## src/hdl/etg_pkg.sv

```systemverilog
// Package with shared types and constants for the enveloped tone generator.
package etg_pkg;

    localparam int AMP_W    = 15;
    localparam int SPM_W    = 8;
    localparam int EDGE_W   = 12;
    localparam int STEP_W   = 32;
    localparam int MS_W     = 12;
    localparam int IDX_W    = 20;
    localparam int SAMPLE_W = 16;
    localparam int CFG_W    = 15;
    localparam int CFG_IDX_W = 2;

    // Sine polynomial datapath widths.
    localparam int Z_W      = 16;
    localparam int T_W      = 12;
    localparam int U_W      = 15;
    localparam int S_W      = 15;
    localparam int SA_W     = 30;
    localparam int Y_W      = 27;
    localparam int Q_W      = 15;
    localparam int MUL_A_W  = 30;
    localparam int MUL_B_W  = 16;
    localparam int PROD_W   = MUL_A_W + MUL_B_W;
    localparam int FRAC     = 15;

    localparam logic [T_W-1:0]     SINE_C3 = 12'd2320;
    localparam logic [U_W-1:0]     SINE_C2 = 15'd21024;
    localparam logic [Z_W-1:0]     SINE_C1 = 16'd51472;

    localparam logic [AMP_W-1:0]  AMP_RESET  = 15'd7000;
    localparam logic [SPM_W-1:0]  SPM_RESET  = 8'd16;
    localparam logic [EDGE_W-1:0] EDGE_RESET = 12'd128;

    // The quotient has Q_W bits, one restoring step per bit.
    localparam int CNT_W     = 4;
    localparam int DIV_STEPS = Q_W;

    typedef enum logic {
        OP_START = 1'b0,
        OP_TICK  = 1'b1
    } t_op;

    typedef enum logic [CFG_IDX_W-1:0] {
        CFG_AMPLITUDE      = 2'd0,
        CFG_SAMPLES_PER_MS = 2'd1,
        CFG_EDGE_SAMPLES   = 2'd2
    } t_cfg_idx;

    typedef enum logic [2:0] {
        MS_ZZ,
        MS_T,
        MS_U,
        MS_S,
        MS_AMP,
        MS_ENV
    } t_mul_sel;

    typedef struct packed {
        logic     load_start;
        logic     load_tick;
        logic     mul_en;
        t_mul_sel mul_sel;
        logic     div_init;
        logic     div_step;
        logic     out_load;
        logic     out_silent;
    } t_dp_cmd;

    typedef struct packed {
        logic playing;
        logic out_busy;
    } t_dp_sts;

endpackage

```

## src/hdl/enveloped_tone_generator_top.sv

```systemverilog
// Top level of the enveloped sine tone generator.
//
// The input channel (i_in_valid / o_in_ready) carries one beat per item. A beat with
// operation START loads the phase step and the duration in milliseconds; the tone
// length becomes tone_ms times samples_per_ms samples and the phase restarts at zero.
// A START beat returns nothing. A beat with operation TICK returns one beat on the
// output channel (o_out_valid / i_out_ready): the sine sample scaled by amplitude and
// the linear attack/release envelope, with tone_active and last_of_tone flags. A TICK
// while no tone plays returns a silent beat.
// A START beat is loaded as it is accepted, and the block stays ready for the next beat.
// A TICK during a tone puts its beat on the output after six multiplier steps for the
// sine polynomial and scaling, one divider load, fifteen restoring divider steps and
// one emit step; an idle TICK goes straight to the emit step. One tick is in flight at
// a time: the next input beat is taken only once the emit step is done.
// The output register holds a finished beat while the receiver stalls; the block
// already takes the next input beat, and a new result waits in its emit step until
// the register is free. Configuration writes take effect at once.
// Reset (synchronous, active low) stops any tone, empties the output register and
// restores amplitude 7000, samples_per_ms 16 and edge_samples 128.
// SINE_TABLE_DEPTH must be a power of two.
module enveloped_tone_generator_top
    import etg_pkg::*;
#(
    parameter int SINE_TABLE_DEPTH = 1024,
    parameter int PHASE_BITS       = 32
) (
    input  logic                       i_clk,
    input  logic                       i_rst_n,
    input  logic                       i_in_valid,
    output logic                       o_in_ready,
    input  logic                       i_operation,
    input  logic [STEP_W-1:0]          i_phase_step,
    input  logic [MS_W-1:0]            i_tone_ms,
    output logic                       o_out_valid,
    input  logic                       i_out_ready,
    output logic signed [SAMPLE_W-1:0] o_sample_value,
    output logic                       o_tone_active,
    output logic                       o_last_of_tone,
    input  logic                       i_cfg_wr_en,
    input  logic [CFG_IDX_W-1:0]       i_cfg_addr,
    input  logic [CFG_W-1:0]           i_cfg_wr_data
);

    t_dp_cmd w_cmd;
    t_dp_sts w_sts;

    // Sequencer: accepts beats and walks the datapath through each tick.
    etg_ctrl u_ctrl (
        .i_clk       (i_clk),
        .i_rst_n     (i_rst_n),
        .i_in_valid  (i_in_valid),
        .i_operation (i_operation),
        .o_in_ready  (o_in_ready),
        .i_sts       (w_sts),
        .o_cmd       (w_cmd)
    );

    // Datapath: tone state, multiplier, divider and output register.
    etg_dp #(
        .SINE_TABLE_DEPTH (SINE_TABLE_DEPTH),
        .PHASE_BITS       (PHASE_BITS)
    ) u_dp (
        .i_clk          (i_clk),
        .i_rst_n        (i_rst_n),
        .i_cfg_wr_en    (i_cfg_wr_en),
        .i_cfg_addr     (i_cfg_addr),
        .i_cfg_wr_data  (i_cfg_wr_data),
        .i_phase_step   (i_phase_step),
        .i_tone_ms      (i_tone_ms),
        .i_cmd          (w_cmd),
        .o_sts          (w_sts),
        .o_out_valid    (o_out_valid),
        .i_out_ready    (i_out_ready),
        .o_sample_value (o_sample_value),
        .o_tone_active  (o_tone_active),
        .o_last_of_tone (o_last_of_tone)
    );

endmodule

```

## src/hdl/etg_ctrl.sv

```systemverilog
// Sequencer that steps the tone datapath through one sample computation.
module etg_ctrl
    import etg_pkg::*;
(
    input  logic    i_clk,
    input  logic    i_rst_n,
    input  logic    i_in_valid,
    input  logic    i_operation,
    output logic    o_in_ready,
    input  t_dp_sts i_sts,
    output t_dp_cmd o_cmd
);

    typedef enum logic [3:0] {
        S_IDLE,
        S_ZZ,
        S_T,
        S_U,
        S_S,
        S_AMP,
        S_ENV,
        S_DIV_INIT,
        S_DIV,
        S_EMIT
    } t_state;

    t_state           r_state;
    logic [CNT_W-1:0] r_cnt;
    logic             r_silent;
    logic             w_accept;
    logic             w_tick;

    always_comb begin
        o_in_ready = (r_state == S_IDLE);
        w_accept   = i_in_valid && o_in_ready;
        w_tick     = (t_op'(i_operation) == OP_TICK);

        o_cmd            = '0;
        o_cmd.mul_sel    = MS_ZZ;
        o_cmd.load_start = w_accept && !w_tick;
        o_cmd.load_tick  = w_accept && w_tick;
        case (r_state)
            S_ZZ: begin
                o_cmd.mul_en  = 1'b1;
                o_cmd.mul_sel = MS_ZZ;
            end
            S_T: begin
                o_cmd.mul_en  = 1'b1;
                o_cmd.mul_sel = MS_T;
            end
            S_U: begin
                o_cmd.mul_en  = 1'b1;
                o_cmd.mul_sel = MS_U;
            end
            S_S: begin
                o_cmd.mul_en  = 1'b1;
                o_cmd.mul_sel = MS_S;
            end
            S_AMP: begin
                o_cmd.mul_en  = 1'b1;
                o_cmd.mul_sel = MS_AMP;
            end
            S_ENV: begin
                o_cmd.mul_en  = 1'b1;
                o_cmd.mul_sel = MS_ENV;
            end
            S_DIV_INIT: o_cmd.div_init = 1'b1;
            S_DIV:      o_cmd.div_step = 1'b1;
            S_EMIT: begin
                o_cmd.out_load   = !i_sts.out_busy;
                o_cmd.out_silent = r_silent;
            end
            default: ;
        endcase
    end

    always_ff @(posedge i_clk) begin
        if (!i_rst_n) begin
            r_state  <= S_IDLE;
            r_cnt    <= '0;
            r_silent <= 1'b0;
        end else begin
            case (r_state)
                S_IDLE: begin
                    if (w_accept && w_tick) begin
                        r_silent <= !i_sts.playing;
                        r_state  <= i_sts.playing ? S_ZZ : S_EMIT;
                    end
                end
                S_ZZ:  r_state <= S_T;
                S_T:   r_state <= S_U;
                S_U:   r_state <= S_S;
                S_S:   r_state <= S_AMP;
                S_AMP: r_state <= S_ENV;
                S_ENV: r_state <= S_DIV_INIT;
                S_DIV_INIT: begin
                    r_cnt   <= '0;
                    r_state <= S_DIV;
                end
                S_DIV: begin
                    if (r_cnt == CNT_W'(DIV_STEPS - 1)) begin
                        r_state <= S_EMIT;
                    end else begin
                        r_cnt <= r_cnt + 1'b1;
                    end
                end
                S_EMIT: begin
                    if (!i_sts.out_busy) begin
                        r_state <= S_IDLE;
                    end
                end
                default: r_state <= S_IDLE;
            endcase
        end
    end

    // A waiting result is never overwritten.
    a_no_overwrite: assert property (@(posedge i_clk) disable iff (!i_rst_n)
        o_cmd.out_load |-> !i_sts.out_busy)
        else $error("result loaded while previous one still waits");

    // A tick during a tone starts the sine computation; an idle tick goes to emit.
    a_tick_dispatch: assert property (@(posedge i_clk) disable iff (!i_rst_n)
        (o_cmd.load_tick && i_sts.playing) |=> (r_state == S_ZZ) && !r_silent)
        else $error("tick during tone did not start computation");

endmodule

```

## src/hdl/etg_dp.sv

```systemverilog
// Datapath: configuration, tone state, shared multiplier, divider and output register.
module etg_dp
    import etg_pkg::*;
#(
    parameter int SINE_TABLE_DEPTH = 1024,
    parameter int PHASE_BITS       = 32
) (
    input  logic                       i_clk,
    input  logic                       i_rst_n,
    input  logic                       i_cfg_wr_en,
    input  logic [CFG_IDX_W-1:0]       i_cfg_addr,
    input  logic [CFG_W-1:0]           i_cfg_wr_data,
    input  logic [STEP_W-1:0]          i_phase_step,
    input  logic [MS_W-1:0]            i_tone_ms,
    input  t_dp_cmd                    i_cmd,
    output t_dp_sts                    o_sts,
    output logic                       o_out_valid,
    input  logic                       i_out_ready,
    output logic signed [SAMPLE_W-1:0] o_sample_value,
    output logic                       o_tone_active,
    output logic                       o_last_of_tone
);

    localparam int TBL_BITS = $clog2(SINE_TABLE_DEPTH);

    // Configuration registers.
    logic [AMP_W-1:0]  r_amp;
    logic [SPM_W-1:0]  r_spm;
    logic [EDGE_W-1:0] r_edge;

    // Tone state.
    logic [PHASE_BITS-1:0] r_phase;
    logic [PHASE_BITS-1:0] r_step;
    logic [IDX_W-1:0]      r_idx;
    logic [IDX_W-1:0]      r_len;
    logic                  r_playing;

    // Per-sample operands and intermediate results.
    logic [Z_W-1:0]    r_z;
    logic              r_neg;
    logic [EDGE_W-1:0] r_num;
    logic [EDGE_W-1:0] r_den;
    logic              r_last;
    logic [Z_W-1:0]    r_z2;
    logic [T_W-1:0]    r_t;
    logic [U_W-1:0]    r_u;
    logic [S_W-1:0]    r_s;
    logic [SA_W-1:0]   r_sa;
    logic [Y_W-1:0]    r_y;
    logic [EDGE_W-1:0] r_rem;
    logic [Q_W-1:0]    r_q;

    // Output register.
    logic                       r_out_valid;
    logic signed [SAMPLE_W-1:0] r_out_value;
    logic                       r_out_active;
    logic                       r_out_last;

    logic [TBL_BITS-1:0]  w_k;
    logic [STEP_W-1:0]    w_p;
    logic [STEP_W-3:0]    w_r;
    logic [STEP_W-2:0]    w_rr;
    logic [IDX_W-1:0]     w_len;
    logic                 w_attack;
    logic                 w_release;
    logic                 w_last;
    logic [IDX_W-1:0]     w_left;
    logic [MUL_A_W-1:0]   w_mul_a;
    logic [MUL_B_W-1:0]   w_mul_b;
    logic [PROD_W-1:0]    w_prod;
    logic [Z_W-1:0]       w_s_raw;
    logic [EDGE_W:0]      w_rem_sh;
    logic                 w_ge;
    logic [EDGE_W:0]      w_rem_sub;

    always_comb begin
        // Table index on the top phase bits, then the phase as a fraction of 2^32.
        w_k  = r_phase[PHASE_BITS-1 -: TBL_BITS];
        w_p  = STEP_W'(w_k) << (STEP_W - TBL_BITS);
        w_r  = w_p[STEP_W-3:0];
        w_rr = w_p[STEP_W-2] ? ({1'b1, {(STEP_W-2){1'b0}}} - {1'b0, w_r}) : {1'b0, w_r};

        w_len     = {{(IDX_W-MS_W){1'b0}}, i_tone_ms} * {{(IDX_W-SPM_W){1'b0}}, r_spm};
        w_attack  = r_idx < {{(IDX_W-EDGE_W){1'b0}}, r_edge};
        w_release = ({1'b0, r_idx} + {{(IDX_W+1-EDGE_W){1'b0}}, r_edge}) > {1'b0, r_len};
        w_last    = ({1'b0, r_idx} + {{IDX_W{1'b0}}, 1'b1}) >= {1'b0, r_len};
        w_left    = r_len - r_idx;

        case (i_cmd.mul_sel)
            MS_ZZ: begin
                w_mul_a = MUL_A_W'(r_z);
                w_mul_b = r_z;
            end
            MS_T: begin
                w_mul_a = MUL_A_W'(SINE_C3);
                w_mul_b = r_z2;
            end
            MS_U: begin
                w_mul_a = MUL_A_W'(r_z2);
                w_mul_b = MUL_B_W'(SINE_C2 - U_W'(r_t));
            end
            MS_S: begin
                w_mul_a = MUL_A_W'(r_z);
                w_mul_b = SINE_C1 - MUL_B_W'(r_u);
            end
            MS_AMP: begin
                w_mul_a = MUL_A_W'(r_s);
                w_mul_b = MUL_B_W'(r_amp);
            end
            MS_ENV: begin
                w_mul_a = r_sa;
                w_mul_b = MUL_B_W'(r_num);
            end
            default: begin
                w_mul_a = '0;
                w_mul_b = '0;
            end
        endcase
        w_prod  = PROD_W'(w_mul_a) * PROD_W'(w_mul_b);
        w_s_raw = w_prod[FRAC +: Z_W];

        // Restoring division step on the scaled magnitude.
        w_rem_sh  = {r_rem, r_q[Q_W-1]};
        w_ge      = w_rem_sh >= {1'b0, r_den};
        w_rem_sub = w_rem_sh - {1'b0, r_den};

        o_sts.playing  = r_playing;
        o_sts.out_busy = r_out_valid && !i_out_ready;
    end

    always_ff @(posedge i_clk) begin
        if (!i_rst_n) begin
            r_amp     <= AMP_RESET;
            r_spm     <= SPM_RESET;
            r_edge    <= EDGE_RESET;
            r_phase   <= '0;
            r_step    <= '0;
            r_idx     <= '0;
            r_len     <= '0;
            r_playing <= 1'b0;
        end else begin
            if (i_cfg_wr_en) begin
                case (t_cfg_idx'(i_cfg_addr))
                    CFG_AMPLITUDE:      r_amp  <= i_cfg_wr_data[AMP_W-1:0];
                    CFG_SAMPLES_PER_MS: r_spm  <= i_cfg_wr_data[SPM_W-1:0];
                    CFG_EDGE_SAMPLES:   r_edge <= i_cfg_wr_data[EDGE_W-1:0];
                    default: ;
                endcase
            end
            if (i_cmd.load_start) begin
                r_step    <= i_phase_step[PHASE_BITS-1:0];
                r_len     <= w_len;
                r_phase   <= '0;
                r_idx     <= '0;
                r_playing <= (w_len != '0);
            end else if (i_cmd.load_tick && r_playing) begin
                r_phase <= r_phase + r_step;
                r_idx   <= r_idx + 1'b1;
                if (w_last) begin
                    r_playing <= 1'b0;
                end
            end
        end
    end

    always_ff @(posedge i_clk) begin
        if (i_cmd.load_tick && r_playing) begin
            r_z    <= w_rr[STEP_W-2 -: Z_W];
            r_neg  <= w_p[STEP_W-1];
            r_last <= w_last;
            if (w_attack) begin
                r_num <= r_idx[EDGE_W-1:0];
                r_den <= r_edge;
            end else if (w_release) begin
                r_num <= w_left[EDGE_W-1:0];
                r_den <= r_edge;
            end else begin
                r_num <= EDGE_W'(1);
                r_den <= EDGE_W'(1);
            end
        end
        if (i_cmd.mul_en) begin
            case (i_cmd.mul_sel)
                MS_ZZ:  r_z2 <= w_prod[FRAC +: Z_W];
                MS_T:   r_t  <= w_prod[FRAC +: T_W];
                MS_U:   r_u  <= w_prod[FRAC +: U_W];
                MS_S:   r_s  <= w_s_raw[Z_W-1] ? {S_W{1'b1}} : w_s_raw[S_W-1:0];
                MS_AMP: r_sa <= w_prod[SA_W-1:0];
                MS_ENV: r_y  <= w_prod[FRAC +: Y_W];
                default: ;
            endcase
        end
        if (i_cmd.div_init) begin
            r_rem <= r_y[Y_W-1 -: EDGE_W];
            r_q   <= r_y[Q_W-1:0];
        end else if (i_cmd.div_step) begin
            r_rem <= w_ge ? w_rem_sub[EDGE_W-1:0] : w_rem_sh[EDGE_W-1:0];
            r_q   <= {r_q[Q_W-2:0], w_ge};
        end
    end

    always_ff @(posedge i_clk) begin
        if (!i_rst_n) begin
            r_out_valid <= 1'b0;
        end else if (i_cmd.out_load) begin
            r_out_valid <= 1'b1;
        end else if (i_out_ready) begin
            r_out_valid <= 1'b0;
        end
    end

    always_ff @(posedge i_clk) begin
        if (i_cmd.out_load) begin
            if (i_cmd.out_silent) begin
                r_out_value  <= '0;
                r_out_active <= 1'b0;
                r_out_last   <= 1'b0;
            end else begin
                r_out_value  <= r_neg ? -$signed({1'b0, r_q}) : $signed({1'b0, r_q});
                r_out_active <= 1'b1;
                r_out_last   <= r_last;
            end
        end
    end

    assign o_out_valid    = r_out_valid;
    assign o_sample_value = r_out_value;
    assign o_tone_active  = r_out_active;
    assign o_last_of_tone = r_out_last;

    // The envelope fraction never exceeds one.
    a_env_fraction: assert property (@(posedge i_clk) disable iff (!i_rst_n)
        (i_cmd.load_tick && r_playing) |=> (r_num < r_den) || (r_num == r_den && r_den == 1))
        else $error("envelope numerator out of range");

    // The partial remainder stays below the divisor, so the quotient fits.
    a_div_remainder: assert property (@(posedge i_clk) disable iff (!i_rst_n)
        i_cmd.div_step |-> (r_rem < r_den))
        else $error("division remainder not below divisor");

endmodule
```

## config.mk

```make
export PLATFORM = sky130hd
export DESIGN_NAME = enveloped_tone_generator_top
export DESIGN_NICKNAME = d
export VERILOG_FILES = /design/src/hdl/etg_pkg.sv /design/src/hdl/enveloped_tone_generator_top.sv /design/src/hdl/etg_ctrl.sv /design/src/hdl/etg_dp.sv
export SDC_FILE = /design/constraint.sdc
export NUM_CORES = 2
export LEC_CHECK = 0
export BUFFER_PORTS_ARGS = -buffer_cell sky130_fd_sc_hd__buf_4
export CORE_ASPECT_RATIO = 2
export CORE_MARGIN = 2
export CORE_UTILIZATION = 50
export DETAILED_ROUTE_END_ITERATION = 7
export PLACE_DENSITY = 0.66
export SLEW_MARGIN = 20
export SYNTH_ARGS = -nofsm -noshare
export SYNTH_HDL_FRONTEND = slang
export SYNTH_SLANG_ARGS = --single-unit
```

## constraint.sdc

```tcl
create_clock -name i_clk -period 20.4 [get_ports i_clk]
set_input_delay 2.04 -clock i_clk [delete_from_list [all_inputs] [get_ports i_clk]]
set_output_delay 2.04 -clock i_clk [all_outputs]
set_load 0.01 [all_outputs]
```

==> qor.yml <==
r2r_slack_ns: 10.70
ant_nets: 0
gp_congestion: 1.01
fp.dieW_um: 192
final_cell_mix: "nand2_1 (684), inv_1 (575), fa_1 (449)"
cts_buffers: 35
post-route-util_pct: 54.4
status: "completed"
synth_top_area_share_pct: 25.3
drc_errors: 0
clockBufferDepth: 3
start_util_pct: 50.3
worst-setup-path-type: "register to register"
fillCellCount: 6465
dp_hpwl_mm: 85.2
grt.overflow.total: 0
synth_top_family_by_area: "adder cells"
yosys.area_share.simple_pct: 16.6
grt_pass1_wl_mm: 163
drive_gt1_share_pct: 6.38
ys_seq_elements: 345
netlist_instances: 3918
die_h_um: 381
routed_via_density: 5.64
muxShareOfSynthArea_pct: 1.07
synth_cell_types: 85
finalHoldViolations: 0
syn_area_mm2: 0.0355
timing.final.max_slew_violations: 0
portBuffers: 86
dr.pass1.iters: 6
synth_flop_cell: "edfxtp_1"
synth_edf_count: 195
crit_required_ns: 20.70
worstMarginPinSlew_ns: 1.19
relSlewSlack_pct: 20.0
async_flop_share_pct: 0
cts-root-buf: "clkbuf_16"
wl_per_cell_um: 21.3
grt_max_degree: 60
hp-class: "register to register"
fin_tns_setup_ns: 0
power.density_mw_per_mm2: 75.3
synth_xor_xnor_area_share_pct: 4.51
track_usage_pct: 29.4
final_nets: 4746
io_pins: 87
fmax_ghz: 0.103
synthToLayoutAreaGrowth_pct: 8.05
hold_depth: 2
maxCapViolCount: 0
finClkSkew_ns: 0.0269
synth_compound_area_share_pct: 10.4
grt_pass1_vias: 29600
yosys.area.top_type: "fa_1"
crit_arrival_ns: 10.00
finalWorstPathRequiredPeriod_ns: 9.70
num_rows: 138
ir_drop_mv: 0.0562
synthAdderAreaFrac_pct: 34.5
ys_top_cells_by_area: "fa_1 (25%), edfxtp_1 (16%), ha_1 (9.2%), dfxtp_1 (8.5%), nand2_1 (7.2%)"
fp.dieArea_mm2: 0.0733
dp_cells: 4841
whs_ns: 0.458
cts_hold_buf: 0
worst_skew_pair.late_latency_ns: 0.57
antenna_found_initial: 2
cts_setup_buffers: 0
synth.avg_cell_area_um2: 9.07
wl_mm: 105
rsz0062_at_grt: "false"
stdcell_count: 4906
multi_input_area_mm2: 0.0242
via_count: 27700
endpoint_kind: "register"
cts_resized: 0
ys_seq_area_share_pct: 24.9
coreArea_mm2: 0.0706
mostFrequentLayoutCell: "nand2_1"
setup_viol: 0
reg2reg_depth: 27
cts_max_level: 2
p_leak_nw: 16.9
clock_sinks: 345
ys_warn_count: 0
cts_tree: "built"
worst_setup_path_start_kind: "register"
seq_area_mm2: 0.00886
first_iter_violations: 1692
period_share_pct: 47.5
path_max_fanout: 27
clkTransAtPathRegs_ns: 0.07
[power breakdown]
group          internal, mW  total [mW]  switching [mW]
registers             0.896       0.963          0.0671
logic                 0.451        1.27           0.821
clock network         0.355       0.655           0.300
[state kept, by name, summed over array words and instances (netlist names), 8 cells and up]
| signal | flops |
|---|---|
| u_dp.o_sample_value | 16 |
| u_dp.r_amp | 15 |
| u_dp.r_den | 12 |
| u_dp.r_edge | 12 |
| u_dp.r_idx | 20 |
| u_dp.r_len | 20 |
| u_dp.r_num | 12 |
| u_dp.r_phase | 32 |
| u_dp.r_q | 15 |
| u_dp.r_rem | 12 |
| u_dp.r_s | 15 |
| u_dp.r_sa | 30 |
| u_dp.r_spm | 8 |
| u_dp.r_step | 32 |
| u_dp.r_t | 12 |
| u_dp.r_u | 15 |
| u_dp.r_y | 27 |
| u_dp.r_z | 9 |
| u_dp.r_z2 | 16 |
[worst paths after layout]
kind | startpoint | to
setup / recovery | u_ctrl.r_state[1] | u_dp.r_s[6]
hold / removal | u_dp.r_phase[10] | u_dp.r_phase[10]
setup reg to reg | u_ctrl.r_state[1] | u_dp.r_s[6]
hold reg to reg | u_dp.r_phase[10] | u_dp.r_phase[10]
[kinds of logic (layout without fill, tap and decap cells)]
group / Yosys count / count (layout)
other cells: 2 / 53
xor+xnor: 183 / 183
flops: 345 / 345
buf+inv: 738 / 765
mux: 36 / 36
compound gates: 580 / 580
fa+ha+maj: 711 / 711
simple gates: 1323 / 1323
[cell usage after synthesis, types with 50 or more instances]
master / n
edfxtp_1: 195
fa_1: 449
nand2_1: 685
inv_1: 576
a21o_1: 50
clkbuf_1: 126
and2_1: 93
xor2_1: 68
ha_1: 262
dfxtp_1: 150
a21oi_1: 227
xnor2_1: 115
o21ai_0: 80
nand3_1: 54
nor2_1: 268
[metal layers]
| metal | track usage [%] | routed length (µm) | part of all wire (%) | up-vias |
|---|---|---|---|---|
| li1 | - | - | - | 12700 |
| met2 | 55.9 | 57300 | 55 | 904 |
| met4 | 20.8 | 8840 | 8.4 | 2 |
| met3 | 3.39 | 4630 | 4.4 | 370 |
| met5 | 0 | 11 | 0.011 | - |
| met1 | 28.9 | 33800 | 32 | 13700 |
[stage by stage]
| step | worst slack, ns | power [mW] | instance area, µm² |
|---|---|---|---|
| final | 10.70 | 2.89 | 38400 |
| after global routing | 10.31 | 3.05 | 38400 |
| after CTS | 10.77 | 2.89 | 38400 |
| after detailed placement | 10.83 | 2.23 | 37200 |
| after global placement | 11.01 | 2.22 | 37200 |
| after floorplan | 12.30 | 1.78 | 35700 |
[layout make-up]
type | instances | share of cell area [%]
Multi-Input combinational cell | 2885 | 62.9
Sequential cell | 345 | 23.1
Inverter | 579 | 5.66
Tap cell | 910 | 2.97
Clock buffer | 51 | 2.66
Timing Repair Buffer | 122 | 2.39
Clock inverter | 13 | 0.336
Antenna cell | 1 | 0.00652
[critical path, stage by stage, from the launching register on]
cell and delay [ns]:
dfxtp_1 0.52, nand2_1 0.13, or3_1 0.49, inv_1 0.56, buf_4 0.44, a222oi_1 0.20
nand2_1 0.15, buf_4 0.34, nand2_1 0.13, fa_1 0.53, fa_1 0.52, fa_1 0.51
inv_1 0.05, fa_1 0.52, fa_1 0.50, inv_1 0.05, fa_1 0.47, inv_1 0.04
ha_1 0.35, o21ai_0 0.19, nor2_1 0.07, a211o_1 0.33, a211o_1 0.37, a41oi_2 0.28
o21ai_1 0.13, xnor2_1 0.85, inv_1 0.29, or2_2 0.37
Power figures use the tool's default switching activity.
